**config.mk**
```make
export PLATFORM = sky130hd
export DESIGN_NAME = stepper_half_step_speed_drive_top
export DESIGN_NICKNAME = d
export VERILOG_FILES = /design/src/rtl/sths_pkg.sv /design/src/rtl/stepper_half_step_speed_drive_top.sv /design/src/rtl/sths_front.sv /design/src/rtl/sths_queue.sv /design/src/rtl/sths_back.sv
export SDC_FILE = /design/constraint.sdc
export NUM_CORES = 1
export LEC_CHECK = 0
export BUFFER_PORTS_ARGS = -buffer_cell sky130_fd_sc_hd__buf_2
export CAP_MARGIN = 15
export CELL_PAD_IN_SITES_DETAIL_PLACEMENT = 1
export CELL_PAD_IN_SITES_GLOBAL_PLACEMENT = 2
export CORE_ASPECT_RATIO = 0.6
export CORE_MARGIN = 2
export CORE_UTILIZATION = 44
export CTS_CLUSTER_DIAMETER = 120
export CTS_CLUSTER_SIZE = 12
export DETAILED_ROUTE_END_ITERATION = 6
export PLACE_DENSITY = 0.87
export SLEW_MARGIN = 20
export SYNTH_ARGS = -nofsm -noshare
export SYNTH_HDL_FRONTEND = slang
export SYNTH_SLANG_ARGS = --single-unit
```
**constraint.sdc**
```tcl
create_clock -name clock -period 13.45 [get_ports clock]
set_input_delay 0.6725 -clock clock [delete_from_list [all_inputs] [get_ports clock]]
set_output_delay 0.6725 -clock clock [all_outputs]
set_load 0.005 [all_outputs]
```
**src/rtl/sths_pkg.sv**
```systemverilog
// Package for the half-step stepper speed drive.
// Shared types, register codes, scale constants and the half-step pattern table.
// No dependencies.
`timescale 1ns / 1ps

package sths_pkg;

   // Converter scale
   localparam logic [9:0] MID_SCALE  = 10'd512;
   localparam logic [9:0] FULL_SCALE = 10'd1023;

   // Half-step sequence
   localparam int HALF_STEPS = 8;

   // Register reset values
   localparam logic [9:0]  DEAD_BAND_RST = 10'd100;
   localparam logic [12:0] SLOWEST_RST   = 13'd4500;
   localparam logic [12:0] FASTEST_RST   = 13'd1000;

   // Register indexes
   typedef enum logic [1:0] {
      REG_DEAD_BAND = 2'd0,
      REG_SLOWEST   = 2'd1,
      REG_FASTEST   = 2'd2
   } reg_index_type;

   // Direction codes
   typedef enum logic [1:0] {
      DIR_STOP = 2'd0,
      DIR_CW   = 2'd1,
      DIR_CCW  = 2'd2
   } dir_type;

   // Configuration registers as seen by the front end
   typedef struct packed {
      logic [9:0]  dead_band;
      logic [12:0] slowest_delay_us;
      logic [12:0] fastest_delay_us;
   } cfg_type;

   // One classified request waiting for the back end
   typedef struct packed {
      logic [12:0] hold_us;
      dir_type     direction;
   } step_entry_type;

   // Half-step coil pattern table, counter-clockwise order
   function automatic logic [3:0] half_step_pattern(input logic [2:0] idx);
      logic [3:0] pat;
      case (idx)
         3'd0:    pat = 4'b1000;
         3'd1:    pat = 4'b1100;
         3'd2:    pat = 4'b0100;
         3'd3:    pat = 4'b0110;
         3'd4:    pat = 4'b0010;
         3'd5:    pat = 4'b0011;
         3'd6:    pat = 4'b0001;
         default: pat = 4'b1001;
      endcase
      return pat;
   endfunction

endpackage

```
**src/rtl/stepper_half_step_speed_drive_top.sv**
```systemverilog
// Channel    Direction  Handshake              Payload
// req        in         req_tvalid/req_tready   tdata[9:0] pot_sample
// rsp        out        rsp_tvalid/rsp_tready   tdata coil_pattern, hold_us; tuser; tlast
// csr        in         csr_valid/csr_ready     csr_index, csr_data
//
// A turn request gives eight responses; a stop gives one.
// The front end handles a turn request in steps (operand load, multiply,
// radix-8 divide), so the back end's response sequence sets the sustained rate.
// The first response passes the front-end states, the queue and the response register.
// Reset is synchronous and restores the register defaults; no clearing pass.
// A two-entry queue lets the front end accept while the response side stalls.
`timescale 1ns / 1ps

module stepper_half_step_speed_drive_top (
   input  logic        clock,
   input  logic        reset,
   input  logic        req_tvalid,
   output logic        req_tready,
   input  logic [15:0] req_tdata,   // [9:0] pot_sample, [15:10] zero
   output logic        rsp_tvalid,
   input  logic        rsp_tready,
   output logic [23:0] rsp_tdata,   // [3:0] coil_pattern, [16:4] hold_us, [23:17] zero
   output logic [1:0]  rsp_tuser,   // [1:0] direction
   output logic        rsp_tlast,
   input  logic        csr_valid,
   output logic        csr_ready,
   input  logic [1:0]  csr_index,
   input  logic [12:0] csr_data
);
   import sths_pkg::*;

   cfg_type        cfg_ff;
   logic           push;
   logic           pop;
   logic           queue_full;
   logic           queue_empty;
   step_entry_type push_entry;
   step_entry_type head;
   logic [3:0]     coil_pattern;
   logic [12:0]    hold_us;

   // Configuration registers
   assign csr_ready = 1'b1;

   always_ff @(posedge clock) begin
      if (reset) begin
         cfg_ff.dead_band        <= DEAD_BAND_RST;
         cfg_ff.slowest_delay_us <= SLOWEST_RST;
         cfg_ff.fastest_delay_us <= FASTEST_RST;
      end else if (csr_valid && csr_ready) begin
         unique case (csr_index)
            REG_DEAD_BAND: cfg_ff.dead_band        <= csr_data[9:0];
            REG_SLOWEST:   cfg_ff.slowest_delay_us <= csr_data;
            REG_FASTEST:   cfg_ff.fastest_delay_us <= csr_data;
            default:       ;
         endcase
      end
   end

   // Classification and hold-time mapping
   sths_front u_front (
      .clock      (clock),
      .reset      (reset),
      .cfg        (cfg_ff),
      .req_valid  (req_tvalid),
      .req_ready  (req_tready),
      .pot_sample (req_tdata[9:0]),
      .push       (push),
      .queue_full (queue_full),
      .push_entry (push_entry)
   );

   // Decoupling queue
   sths_queue u_queue (
      .clock      (clock),
      .reset      (reset),
      .push       (push),
      .push_entry (push_entry),
      .full       (queue_full),
      .pop        (pop),
      .empty      (queue_empty),
      .head       (head)
   );

   // Step sequencing and response register
   sths_back u_back (
      .clock        (clock),
      .reset        (reset),
      .empty        (queue_empty),
      .head         (head),
      .pop          (pop),
      .rsp_valid    (rsp_tvalid),
      .rsp_ready    (rsp_tready),
      .coil_pattern (coil_pattern),
      .hold_us      (hold_us),
      .direction    (rsp_tuser),
      .last         (rsp_tlast)
   );

   assign rsp_tdata = {7'd0, hold_us, coil_pattern};

endmodule

```
**src/rtl/sths_front.sv**
```systemverilog
// Front end of the stepper speed drive: classifies a potentiometer request
// against the dead band and maps it to a hold time with a multiply and a
// radix-8 restoring divide. Depends on sths_pkg.
`timescale 1ns / 1ps

module sths_front (
   input  logic                    clock,
   input  logic                    reset,
   input  sths_pkg::cfg_type       cfg,
   input  logic                    req_valid,
   output logic                    req_ready,
   input  logic [9:0]              pot_sample,
   output logic                    push,
   input  logic                    queue_full,
   output sths_pkg::step_entry_type push_entry
);
   import sths_pkg::*;

   typedef enum logic [1:0] {
      ST_IDLE,
      ST_MUL,
      ST_DIV,
      ST_DONE
   } state_type;

   localparam int DIV_BITS   = 15;
   localparam int DIV_CYCLES = DIV_BITS / 3;

   state_type   state_ff, state_in;
   dir_type     dir_ff, dir_in;
   logic [9:0]  n_ff, n_in;
   logic [9:0]  s_ff, s_in;
   logic [12:0] mag_ff, mag_in;
   logic        neg_ff, neg_in;
   logic [9:0]  rem_ff, rem_in;
   logic [14:0] dvd_ff, dvd_in;
   logic [14:0] quo_ff, quo_in;
   logic [2:0]  cnt_ff, cnt_in;

   logic        accept;
   logic [8:0]  half;
   logic [9:0]  upper, lower;
   logic        is_cw, is_ccw;
   logic [13:0] delta;
   logic [21:0] product;
   logic        zero_span;
   logic [13:0] q_signed;
   logic [13:0] hold_sum;

   // Three restoring divide steps per cycle
   function automatic logic [27:0] div_step3(input logic [9:0]  rem,
                                             input logic [14:0] dvd,
                                             input logic [14:0] quo,
                                             input logic [9:0]  dvs);
      logic [10:0] r;
      logic [14:0] d;
      logic [14:0] q;
      r = {1'b0, rem};
      d = dvd;
      q = quo;
      for (int j = 0; j < 3; j++) begin
         r = {r[9:0], d[14]};
         d = {d[13:0], 1'b0};
         if (r >= {1'b0, dvs}) begin
            r = r - {1'b0, dvs};
            q = {q[13:0], 1'b1};
         end else begin
            q = {q[13:0], 1'b0};
         end
      end
      return {r[9:0], d[2:0], q};
   endfunction

   logic [27:0] step_out;

   // Band edges and classification of the incoming request
   assign half   = cfg.dead_band[9:1];
   assign upper  = MID_SCALE + {1'b0, half};
   assign lower  = MID_SCALE - {1'b0, half};
   assign is_cw  = (pot_sample >= upper);
   assign is_ccw = !is_cw && (pot_sample <= lower);
   assign delta  = {1'b0, cfg.fastest_delay_us} - {1'b0, cfg.slowest_delay_us};

   assign req_ready = (state_ff == ST_IDLE) || ((state_ff == ST_DONE) && !queue_full);
   assign accept    = req_valid && req_ready;
   assign push      = (state_ff == ST_DONE) && !queue_full;

   // Product of distance into the turn range and delay span magnitude
   assign product  = {12'd0, n_ff} * {9'd0, mag_ff};
   assign step_out = div_step3(rem_ff, dvd_ff, quo_ff, s_ff);

   // Signed quotient added onto the slowest delay; a zero span holds the slowest delay
   assign zero_span = (s_ff == 10'd0);
   assign q_signed  = zero_span ? 14'd0 :
                      (neg_ff ? (14'd0 - {1'b0, quo_ff[12:0]}) : {1'b0, quo_ff[12:0]});
   assign hold_sum  = {1'b0, cfg.slowest_delay_us} + q_signed;

   assign push_entry.hold_us   = (dir_ff == DIR_STOP) ? 13'd0 : hold_sum[12:0];
   assign push_entry.direction = dir_ff;

   // Next-state logic
   always_comb begin
      state_in = state_ff;
      dir_in   = dir_ff;
      n_in     = n_ff;
      s_in     = s_ff;
      mag_in   = mag_ff;
      neg_in   = neg_ff;
      rem_in   = rem_ff;
      dvd_in   = dvd_ff;
      quo_in   = quo_ff;
      cnt_in   = cnt_ff;
      unique case (state_ff) inside
         ST_IDLE, ST_DONE: begin
            if (accept) begin
               neg_in = delta[13];
               mag_in = delta[13] ? 13'(14'd0 - delta) : delta[12:0];
               if (is_cw) begin
                  dir_in   = DIR_CW;
                  n_in     = pot_sample - upper;
                  s_in     = FULL_SCALE - upper;
                  state_in = ST_MUL;
               end else if (is_ccw) begin
                  dir_in   = DIR_CCW;
                  n_in     = lower - pot_sample;
                  s_in     = lower;
                  state_in = ST_MUL;
               end else begin
                  dir_in   = DIR_STOP;
                  state_in = ST_DONE;
               end
            end else if (state_ff == ST_DONE && push) begin
               state_in = ST_IDLE;
            end
         end
         ST_MUL: begin
            // Quotient stays below 2^13, so the top bits already sit below the divisor
            rem_in   = {3'd0, product[21:15]};
            dvd_in   = product[14:0];
            quo_in   = '0;
            cnt_in   = '0;
            state_in = ST_DIV;
         end
         ST_DIV: begin
            rem_in = step_out[27:18];
            dvd_in = {step_out[17:15], 12'd0} | (dvd_ff << 3);
            quo_in = step_out[14:0];
            cnt_in = cnt_ff + 3'd1;
            if (cnt_ff == 3'(DIV_CYCLES - 1)) begin
               state_in = ST_DONE;
            end
         end
         default: state_in = ST_IDLE;
      endcase
   end

   // State and operand registers
   always_ff @(posedge clock) begin
      if (reset) begin
         state_ff <= ST_IDLE;
         dir_ff   <= DIR_STOP;
         cnt_ff   <= '0;
      end else begin
         state_ff <= state_in;
         dir_ff   <= dir_in;
         cnt_ff   <= cnt_in;
      end
      n_ff   <= n_in;
      s_ff   <= s_in;
      mag_ff <= mag_in;
      neg_ff <= neg_in;
      rem_ff <= rem_in;
      dvd_ff <= dvd_in;
      quo_ff <= quo_in;
   end

endmodule

```
**src/rtl/sths_queue.sv**
```systemverilog
// Two-entry queue between the front and back ends of the stepper drive.
// Holds classified requests (hold time and direction). Depends on sths_pkg.
`timescale 1ns / 1ps

module sths_queue (
   input  logic                     clock,
   input  logic                     reset,
   input  logic                     push,
   input  sths_pkg::step_entry_type push_entry,
   output logic                     full,
   input  logic                     pop,
   output logic                     empty,
   output sths_pkg::step_entry_type head
);
   import sths_pkg::*;

   step_entry_type mem_ff [2];
   logic           wr_ptr_ff, wr_ptr_in;
   logic           rd_ptr_ff, rd_ptr_in;
   logic [1:0]     count_ff, count_in;

   assign full  = (count_ff == 2'd2);
   assign empty = (count_ff == 2'd0);
   assign head  = mem_ff[rd_ptr_ff];

   // Pointer and fill count update
   always_comb begin
      wr_ptr_in = push ? !wr_ptr_ff : wr_ptr_ff;
      rd_ptr_in = pop ? !rd_ptr_ff : rd_ptr_ff;
      count_in  = count_ff;
      if (push && !pop) begin
         count_in = count_ff + 2'd1;
      end else if (pop && !push) begin
         count_in = count_ff - 2'd1;
      end
   end

   always_ff @(posedge clock) begin
      if (reset) begin
         wr_ptr_ff <= 1'b0;
         rd_ptr_ff <= 1'b0;
         count_ff  <= '0;
      end else begin
         wr_ptr_ff <= wr_ptr_in;
         rd_ptr_ff <= rd_ptr_in;
         count_ff  <= count_in;
      end
      if (push) begin
         mem_ff[wr_ptr_ff] <= push_entry;
      end
   end

endmodule

```
**src/rtl/sths_back.sv**
```systemverilog
// Back end of the stepper drive: walks the half-step table for the queue
// head and drives the registered response stream. Depends on sths_pkg.
`timescale 1ns / 1ps

module sths_back (
   input  logic                     clock,
   input  logic                     reset,
   input  logic                     empty,
   input  sths_pkg::step_entry_type head,
   output logic                     pop,
   output logic                     rsp_valid,
   input  logic                     rsp_ready,
   output logic [3:0]               coil_pattern,
   output logic [12:0]              hold_us,
   output logic [1:0]               direction,
   output logic                     last
);
   import sths_pkg::*;

   logic        valid_ff, valid_in;
   logic [2:0]  k_ff, k_in;
   logic [3:0]  pat_ff;
   logic [12:0] hold_ff;
   logic [1:0]  dir_ff;
   logic        last_ff;

   logic        load;
   logic        is_last;
   logic [2:0]  idx;

   // Output register takes a new step when free or being drained
   assign load    = !empty && (!valid_ff || rsp_ready);
   assign is_last = (head.direction == DIR_STOP) || (k_ff == 3'(HALF_STEPS - 1));
   assign idx     = (head.direction == DIR_CW) ? (3'(HALF_STEPS - 1) - k_ff) : k_ff;
   assign pop     = load && is_last;

   always_comb begin
      valid_in = valid_ff;
      k_in     = k_ff;
      if (load) begin
         valid_in = 1'b1;
         k_in     = is_last ? 3'd0 : k_ff + 3'd1;
      end else if (rsp_ready) begin
         valid_in = 1'b0;
      end
   end

   always_ff @(posedge clock) begin
      if (reset) begin
         valid_ff <= 1'b0;
         k_ff     <= '0;
      end else begin
         valid_ff <= valid_in;
         k_ff     <= k_in;
      end
      if (load) begin
         pat_ff  <= (head.direction == DIR_STOP) ? 4'b0000 : half_step_pattern(idx);
         hold_ff <= head.hold_us;
         dir_ff  <= head.direction;
         last_ff <= is_last;
      end
   end

   assign rsp_valid    = valid_ff;
   assign coil_pattern = pat_ff;
   assign hold_us      = hold_ff;
   assign direction    = dir_ff;
   assign last         = last_ff;

endmodule
```
# Word-level counts from Yosys, hierarchy flattened
# Memory sizes are Yosys's and may differ from the RTL's. A register that Yosys moved wholly into a read port is not among the register bits.
# Cells that the tools add are included.
[totals]
regBits = 143
latch_bits = 0
mem_bits_rw = 30
romBits = 0
inputBits = 36
wordCells = 137
mem_count = 1
[mem_list]
columns = ["memory", "depth", "word_bits", "read_ports", "rd_clocked_by_memory_dff", "wr", "line", "rtl"]
rows = [
  ["u_queue.mem_ff", 2, 15, 1, 1, 1, "sths_queue.sv:17", "step_entry_type mem_ff [2];"],
]
[classes]
add_sub_neg = 17
mul = 1
div_mod_pow = 0
order_cmp = 5
n_eq_ne = 17
n_shift = 0
n_mux = 37
bitwise_logic = 0
reduce_logical = 37
[ops]
columns = ["op", "count"]
rows = [
  ["$mux W10", 7],
  ["$mux W13", 4],
  ["$sub A10 B10 Y10", 5],
  ["$ge A11 B10 Y1", 3],
  ["$pmux W15 S2", 1],
  ["$pmux W4 S7", 1],
  ["$pmux W13 S2", 1],
  ["$sub A1 B13 Y13 const A", 2],
  ["$mul A10 B13 Y22", 1],
  ["$pmux W10 S2", 1],
  ["$mux W2", 9],
  ["$eq A3 B3 Y1 const B", 5],
  ["$sub A13 B13 Y14", 1],
  ["$add A13 B13 Y13", 1],
  ["$add A10 B9 Y10 const A", 1],
  ["$ge A10 B10 Y1", 1],
  ["$le A10 B10 Y1", 1],
  ["$logic_not A10 Y1", 1],
  ["$logic_not A2 Y1", 5],
  ["$reduce_and A2 Y1", 5],
  ["$sub A10 B10 Y10 const A", 1],
  ["$sub A10 B9 Y10 const A", 1],
  ["$mux W1", 9],
  ["$eq A2 B2 Y1 const B", 4],
  ["19 further kinds", 43],
]

# Depth between registers and ports, before layout
[logic_depth]
word_depth = 8
depth_mapped = 32
mapped_depth_nobuf = 28

# Cells and area by module
# From an unflattened synthesis, not the netlist that was laid out.
[unflattened]
hier_cells = 1560
hier_area_um2 = 15049.4
[modules_own_cells]
columns = ["mod", "n_inst", "cells_per_inst", "area_each_um2", "seq_area_each_um2"]
rows = [
  ["sths_front", 1, 1280, 11315.9, 2302.2],
  ["stepper_half_step_speed_drive_top", 1, 155, 1547.7, 720.7],
  ["sths_queue", 1, 69, 1290.0, 1001.0],
  ["sths_back", 1, 56, 895.9, 680.7],
]

# Worst setup path before layout
# No wires, ideal clock.
[synth_timing]
path_type = "flip-flop to flip-flop"
startpoint = "reg u_front.s_ff[1]"
endpoint = "reg u_front.rem_ff[4] (data pin)"
t_arrival_ps = 6244
required_ps = 13179
path_slack_ps = 6935
stages_incl_launch_ff = 31
path_buffers = 3
synth_period_minus_slack_ps = 6515
path_cell_list = "edfxtp_1 -> inv_1 -> ha_1 -> nor2b_1 -> o31a_4 -> o21ai_2 -> a221o_1 -> buf_6 -> clkbuf_1 -> nor2_1 -> a21oi_1 -> inv_1 -> ha_1 -> nor2b_1 -> o31a_1 -> o41ai_1 -> o211ai_1 -> o211ai_1 -> nand3_1 -> mux2_2 -> ha_1 -> or3_1 -> o21ai_0 -> a31oi_1 -> a21o_1 -> a21oi_1 -> o21ai_0 -> a211o_1 -> buf_2 -> mux2i_1 -> a21oi_1"
[synth_via]
elab_chain_cells = 7
elab_cells_between_ends = 10
classes_between = "add/sub: 3; order compare: 3; mux: 4"
[synth_rtl]
columns = ["element", "line", "rtl"]
rows = [
  ["start: declaration", "sths_front.sv:32", "logic [9:0] s_ff, s_in;"],
  ["start signal: assignment", "sths_front.sv:169", "s_ff <= s_in;"],
  ["$sub A10 B10 Y10 or $ge A11 B10 Y1 (tied branches)", "sths_front.sv:65, sths_front.sv:64", ""],
  ["$mux W10", "sths_front.sv:64", "if (r >= {1'b0, dvs}) begin"],
  ["$sub A10 B10 Y10 or $ge A11 B10 Y1 (tied branches)", "sths_front.sv:65, sths_front.sv:64", ""],
  ["$mux W10", "sths_front.sv:64", ""],
  ["$sub A10 B10 Y10 or $ge A11 B10 Y1 (tied branches)", "sths_front.sv:65, sths_front.sv:64", ""],
  ["$mux W10 (*)", "sths_front.sv:64", ""],
  ["$pmux W10 S2 (*)", "sths_front.sv:113", "unique case (state_ff) inside"],
  ["named net u_front.rem_in[4]", "sths_front.sv:35", "logic [9:0] rem_ff, rem_in;"],
  ["end signal: assignment", "sths_front.sv:172", "rem_ff <= rem_in;"],
  ["end: declaration", "sths_front.sv:35", ""],
]
# Mark *: on every way through the listed nets, which the timed path passes. The rest lies on a longest branch.
# A chain may end at the register's enable or synchronous reset.

# Worst setup path in the final report
[layout_timing]
startpoint = "reg u_front.s_ff[1]"
endpoint = "reg u_front.rem_ff[0] (data pin)"
[layout_via]
elab_chain_cells = 7
elab_cells_between_ends = 9
classes_between = "add/sub: 2; order compare: 3; mux: 4"
[layout_rtl]
columns = ["element", "line"]
rows = [
  ["$sub A10 B10 Y10 or $ge A11 B10 Y1 (tied branches)", "sths_front.sv:65, sths_front.sv:64"],
  ["$mux W10", "sths_front.sv:64"],
  ["$sub A10 B10 Y10 or $ge A11 B10 Y1 (tied branches)", "sths_front.sv:65, sths_front.sv:64"],
  ["$mux W10", "sths_front.sv:64"],
  ["$ge A11 B10 Y1 (*)", "sths_front.sv:64"],
  ["$mux W10 (*)", "sths_front.sv:64"],
  ["$pmux W10 S2 (*)", "sths_front.sv:113"],
  ["named net u_front.rem_in[0]", "sths_front.sv:35"],
]
# Marks and branches as above.

==> flow_metrics.py <==
metrics = {
    "sta": {
        "finalCritPeriodShare_pct": 61.9,
        "max_freq_mhz": 120,
        "fin_crit_ns": 8.33,
        "setup_viol": 0,
        "tightest_slew_ns": 1.06,
        "final-max-slew-violation-count": 0,
        "finalSetupTns_ns": 0,
        "rsz0062_at_grt": "no",
        "finClkSkew_ns": 0.00866,
        "hold_viol_final": 0,
        "slew-limit-headroom_pct": 29.3,
    },
    "clocking": {
        "path_clk_slew_ns": 0.07,
        "cts_tree": "done",
        "cts_setup_buffers": 0,
        "clock_latency_ns": 0.45,
        "postCtsHoldBufs": 0,
        "h-tree-depth": 4,
        "cts_made_buffers": 17,
        "cts-root-buf": "clkbuf_16",
        "clk_path_buf_depth": 2,
        "cts.sinks": 173,
        "cts_resized": 0,
    },
    "placement": {
        "dpl.hpwl_um": 32900,
        "io_buffers": 51,
        "place.gp.congestion": 0.889,
    },
    "flow_run": {
        "maxCapViolCount": 0,
    },
    "routing": {
        "route.vias.total": 11126,
        "first_pass_iters": 6,
        "dr.first_iter.drc_count": 781,
        "wl_um": 41600,
        "ant_nets": 0,
        "routedWlPerCell_um": 20.5,
        "via_per_inst": 5.48,
        "remaining_drc_errors": 0,
    },
    "yosys": {
        "syn_area_per_cell_um2": 9.51,
        "synth_top_area_share_pct": 24.9,
        "yosysWarningCount": 0,
        "synth_edf_count": 122,
        "synthDistinctLibCells": 70,
        "synthFlopType": "edfxtp_1",
        "yosysTopAreaCell": "edfxtp_1",
        "synth_cells": 1544,
        "yosysSeqAreaShare_pct": 31.9,
        "async_flop_share_pct": 0,
        "synth-seq-cells": 173,
        "synthTopCellsByArea": "edfxtp_1 (25%), fa_1 (13%), ha_1 (12%), dfxtp_1 (7.0%), nand2_1 (4.8%)",
        "syn_area_um2": 14700,
    },
    "die": {
        "num_rows": 51,
        "io_pins": 66,
        "coreArea_um2": 32700,
        "die_x_um": 240,
        "die_area_um2": 34900,
        "start_util_pct": 45.0,
        "die_h_um": 146,
    },
    "worst_setup_path": {
        "cp_slowest_cell": "o41ai_1",
        "end_kind": "register",
        "critical_path.top_delay_family": "compound AO/OA/AOI/OAI gates",
        "critPathBufInv": 2,
        "max_stage_delay_ns": 0.71,
        "cp-start-kind": "register",
        "cp.arrival_ns": 8.62,
        "path_class": "register to register",
        "path_common_cell": "ha_1",
        "worstPathRequired_ns": 13.74,
        "cp_max_fo": 19,
    },
    "global_route": {
        "grt_max_degree": 52,
        "grt_pass1_wl_um": 66000,
        "overflow": 0,
        "grt_pass1_vias": 11656,
        "grt_usage_pct": 24.7,
        "antenna_found_initial": 0,
    },
    "run_status": {
        "status": "completed",
    },
    "final_layout": {
        "diodes": 0,
        "drive_above_1_share_pct": 8.23,
        "syn_to_final_growth_pct": 8.37,
        "n_fill_cell": 3780,
        "final_nets": 1834,
    },
    "min_path": {
        "hp-class": "primary input to register",
    },
}
[worst register-to-register path: stages (launching register included)]
cell	delay, ns
edfxtp_1	0.59
inv_1	0.22
ha_1	0.33
nor2b_1	0.16
o31a_4	0.31
o21ai_2	0.21
a221o_1	0.63
nor2_1	0.09
a21oi_1	0.31
inv_1	0.09
ha_1	0.29
nor2b_1	0.15
o31a_1	0.34
o41ai_1	0.71
o211ai_1	0.18
o211ai_1	0.19
nand3_1	0.41
mux2_2	0.46
ha_1	0.36
or3_1	0.33
o21ai_0	0.08
a31oi_1	0.10
a21o_1	0.22
a21oi_1	0.22
o21ai_0	0.20
a211oi_2	0.50
mux2_1	0.39
o21ai_1	0.14
[flip-flops by register name, indices dropped and copies added, names as in the netlist, 2 cells and up, named ones only]
signal               cells
u_front.dvd_ff          15
u_front.quo_ff          13
u_queue.mem_ff          30
u_front.s_ff            10
u_front.dir_ff           2
u_back.direction         2
u_front.rem_ff          10
u_front.mag_ff          13
u_back.hold_us          13
u_queue.count_ff         2
u_front.state_ff         2
cfg_ff                  35
u_back.k_ff              3
u_back.coil_pattern      4
u_front.cnt_ff           3
u_front.n_ff            10
[worst paths after layout]
path | start | end | slack [ns] | depth (start not counted)
hold / removal | csr_data[4] | cfg_ff[17] | 0.45 | 2
setup / recovery | u_front.s_ff[1] | u_front.rem_ff[0] | 5.12 | 27
setup reg to reg | u_front.s_ff[1] | u_front.rem_ff[0] | 5.12 | 27
hold reg to reg | cfg_ff[0] | cfg_ff[0] | 0.46 | 2
[placed cells by master, fill, tap and decap left out, types with 6 or more instances in the layout]
master and instances:
a21o_1 33, and2_1 61, a211oi_1 7, a21oi_1 80, buf_2 51, o21ai_0 48, nor3_1 22, fa_1 92
buf_4 7, o21ai_1 6, nand4_1 14, mux2_2 24, nand3b_1 9, conb_1 8, nor2_1 112, nand3_1 14
o21a_1 10, a31oi_1 10, nor2b_1 24, a211o_1 11, edfxtp_1 122, xor2_1 38, nand2b_1 15, ha_1 139
inv_1 159, o211ai_1 6, mux2i_1 20, o31ai_1 8, or3_1 9, nand2_1 189, dfxtp_1 51, clkbuf_16 17
o21bai_1 9, xnor2_1 81
[layout make-up]
| class | count | area [µm²] | share of cell area [%] |
|---|---|---|---|
| Inverter | 160 | 601 | 3.77 |
| Clock buffer | 18 | 429 | 2.70 |
| Sequential cell | 173 | 4680 | 29.4 |
| Clock inverter | 14 | 154 | 0.967 |
| Multi-Input combinational cell | 1156 | 9180 | 57.7 |
| Timing Repair Buffer | 58 | 308 | 1.93 |
| Tap cell | 450 | 563 | 3.54 |
[synth_stat cells (33+ instances only)]
cell type / n
nand2_1: 189
and2_1: 61
dfxtp_1: 51
clkbuf_1: 47
edfxtp_1: 122
inv_1: 159
nor2_1: 112
a21o_1: 33
xnor2_1: 81
o21ai_0: 48
ha_1: 140
xor2_1: 38
a21oi_1: 82
fa_1: 92
[cells by family after synthesis]
family	count (synthesis)	synth area share, %
AND/OR/NAND/NOR	487	15.5
flip-flops	173	31.9
buffers and inverters	221	5.96
other	2	0.0511
AO/OA/AOI/OAI	263	11.6
adder cells (fa/ha/maj)	232	24.5
XOR/XNOR	119	7.09
multiplexers	47	3.48
[stage by stage]
| stage | cells | setup WS, ns | area, µm² | util (%) | hold WS [ns] |
|---|---|---|---|---|---|
| after CTS | 2029 | 5.17 | 15900 | 48.7 | 0.439 |
| final | 2029 | 5.12 | 15900 | 48.7 | 0.454 |
| after global routing | 2029 | 4.50 | 15900 | 48.7 | 0.440 |
| after floorplan | 1550 | 6.94 | 14700 | - | 0.436 |
| after detailed placement | 1997 | 5.17 | 15300 | 46.9 | 0.450 |
| after global placement | 1997 | 5.48 | 15300 | 46.9 | 0.447 |
[per-layer routing]
metal | track usage (%) | up-vias | routed length [µm]
met5 | 0 | - | 0
li1 | - | 5261 | -
met4 | 4.63 | 0 | 508
met1 | 38.7 | 5584 | 21600
met2 | 33.9 | 253 | 16600
met3 | 6.35 | 28 | 2890
Power is left out: the tool's default activity adds up to more than one toggle a clock period on the data nets, which glitch-free logic cannot reach.
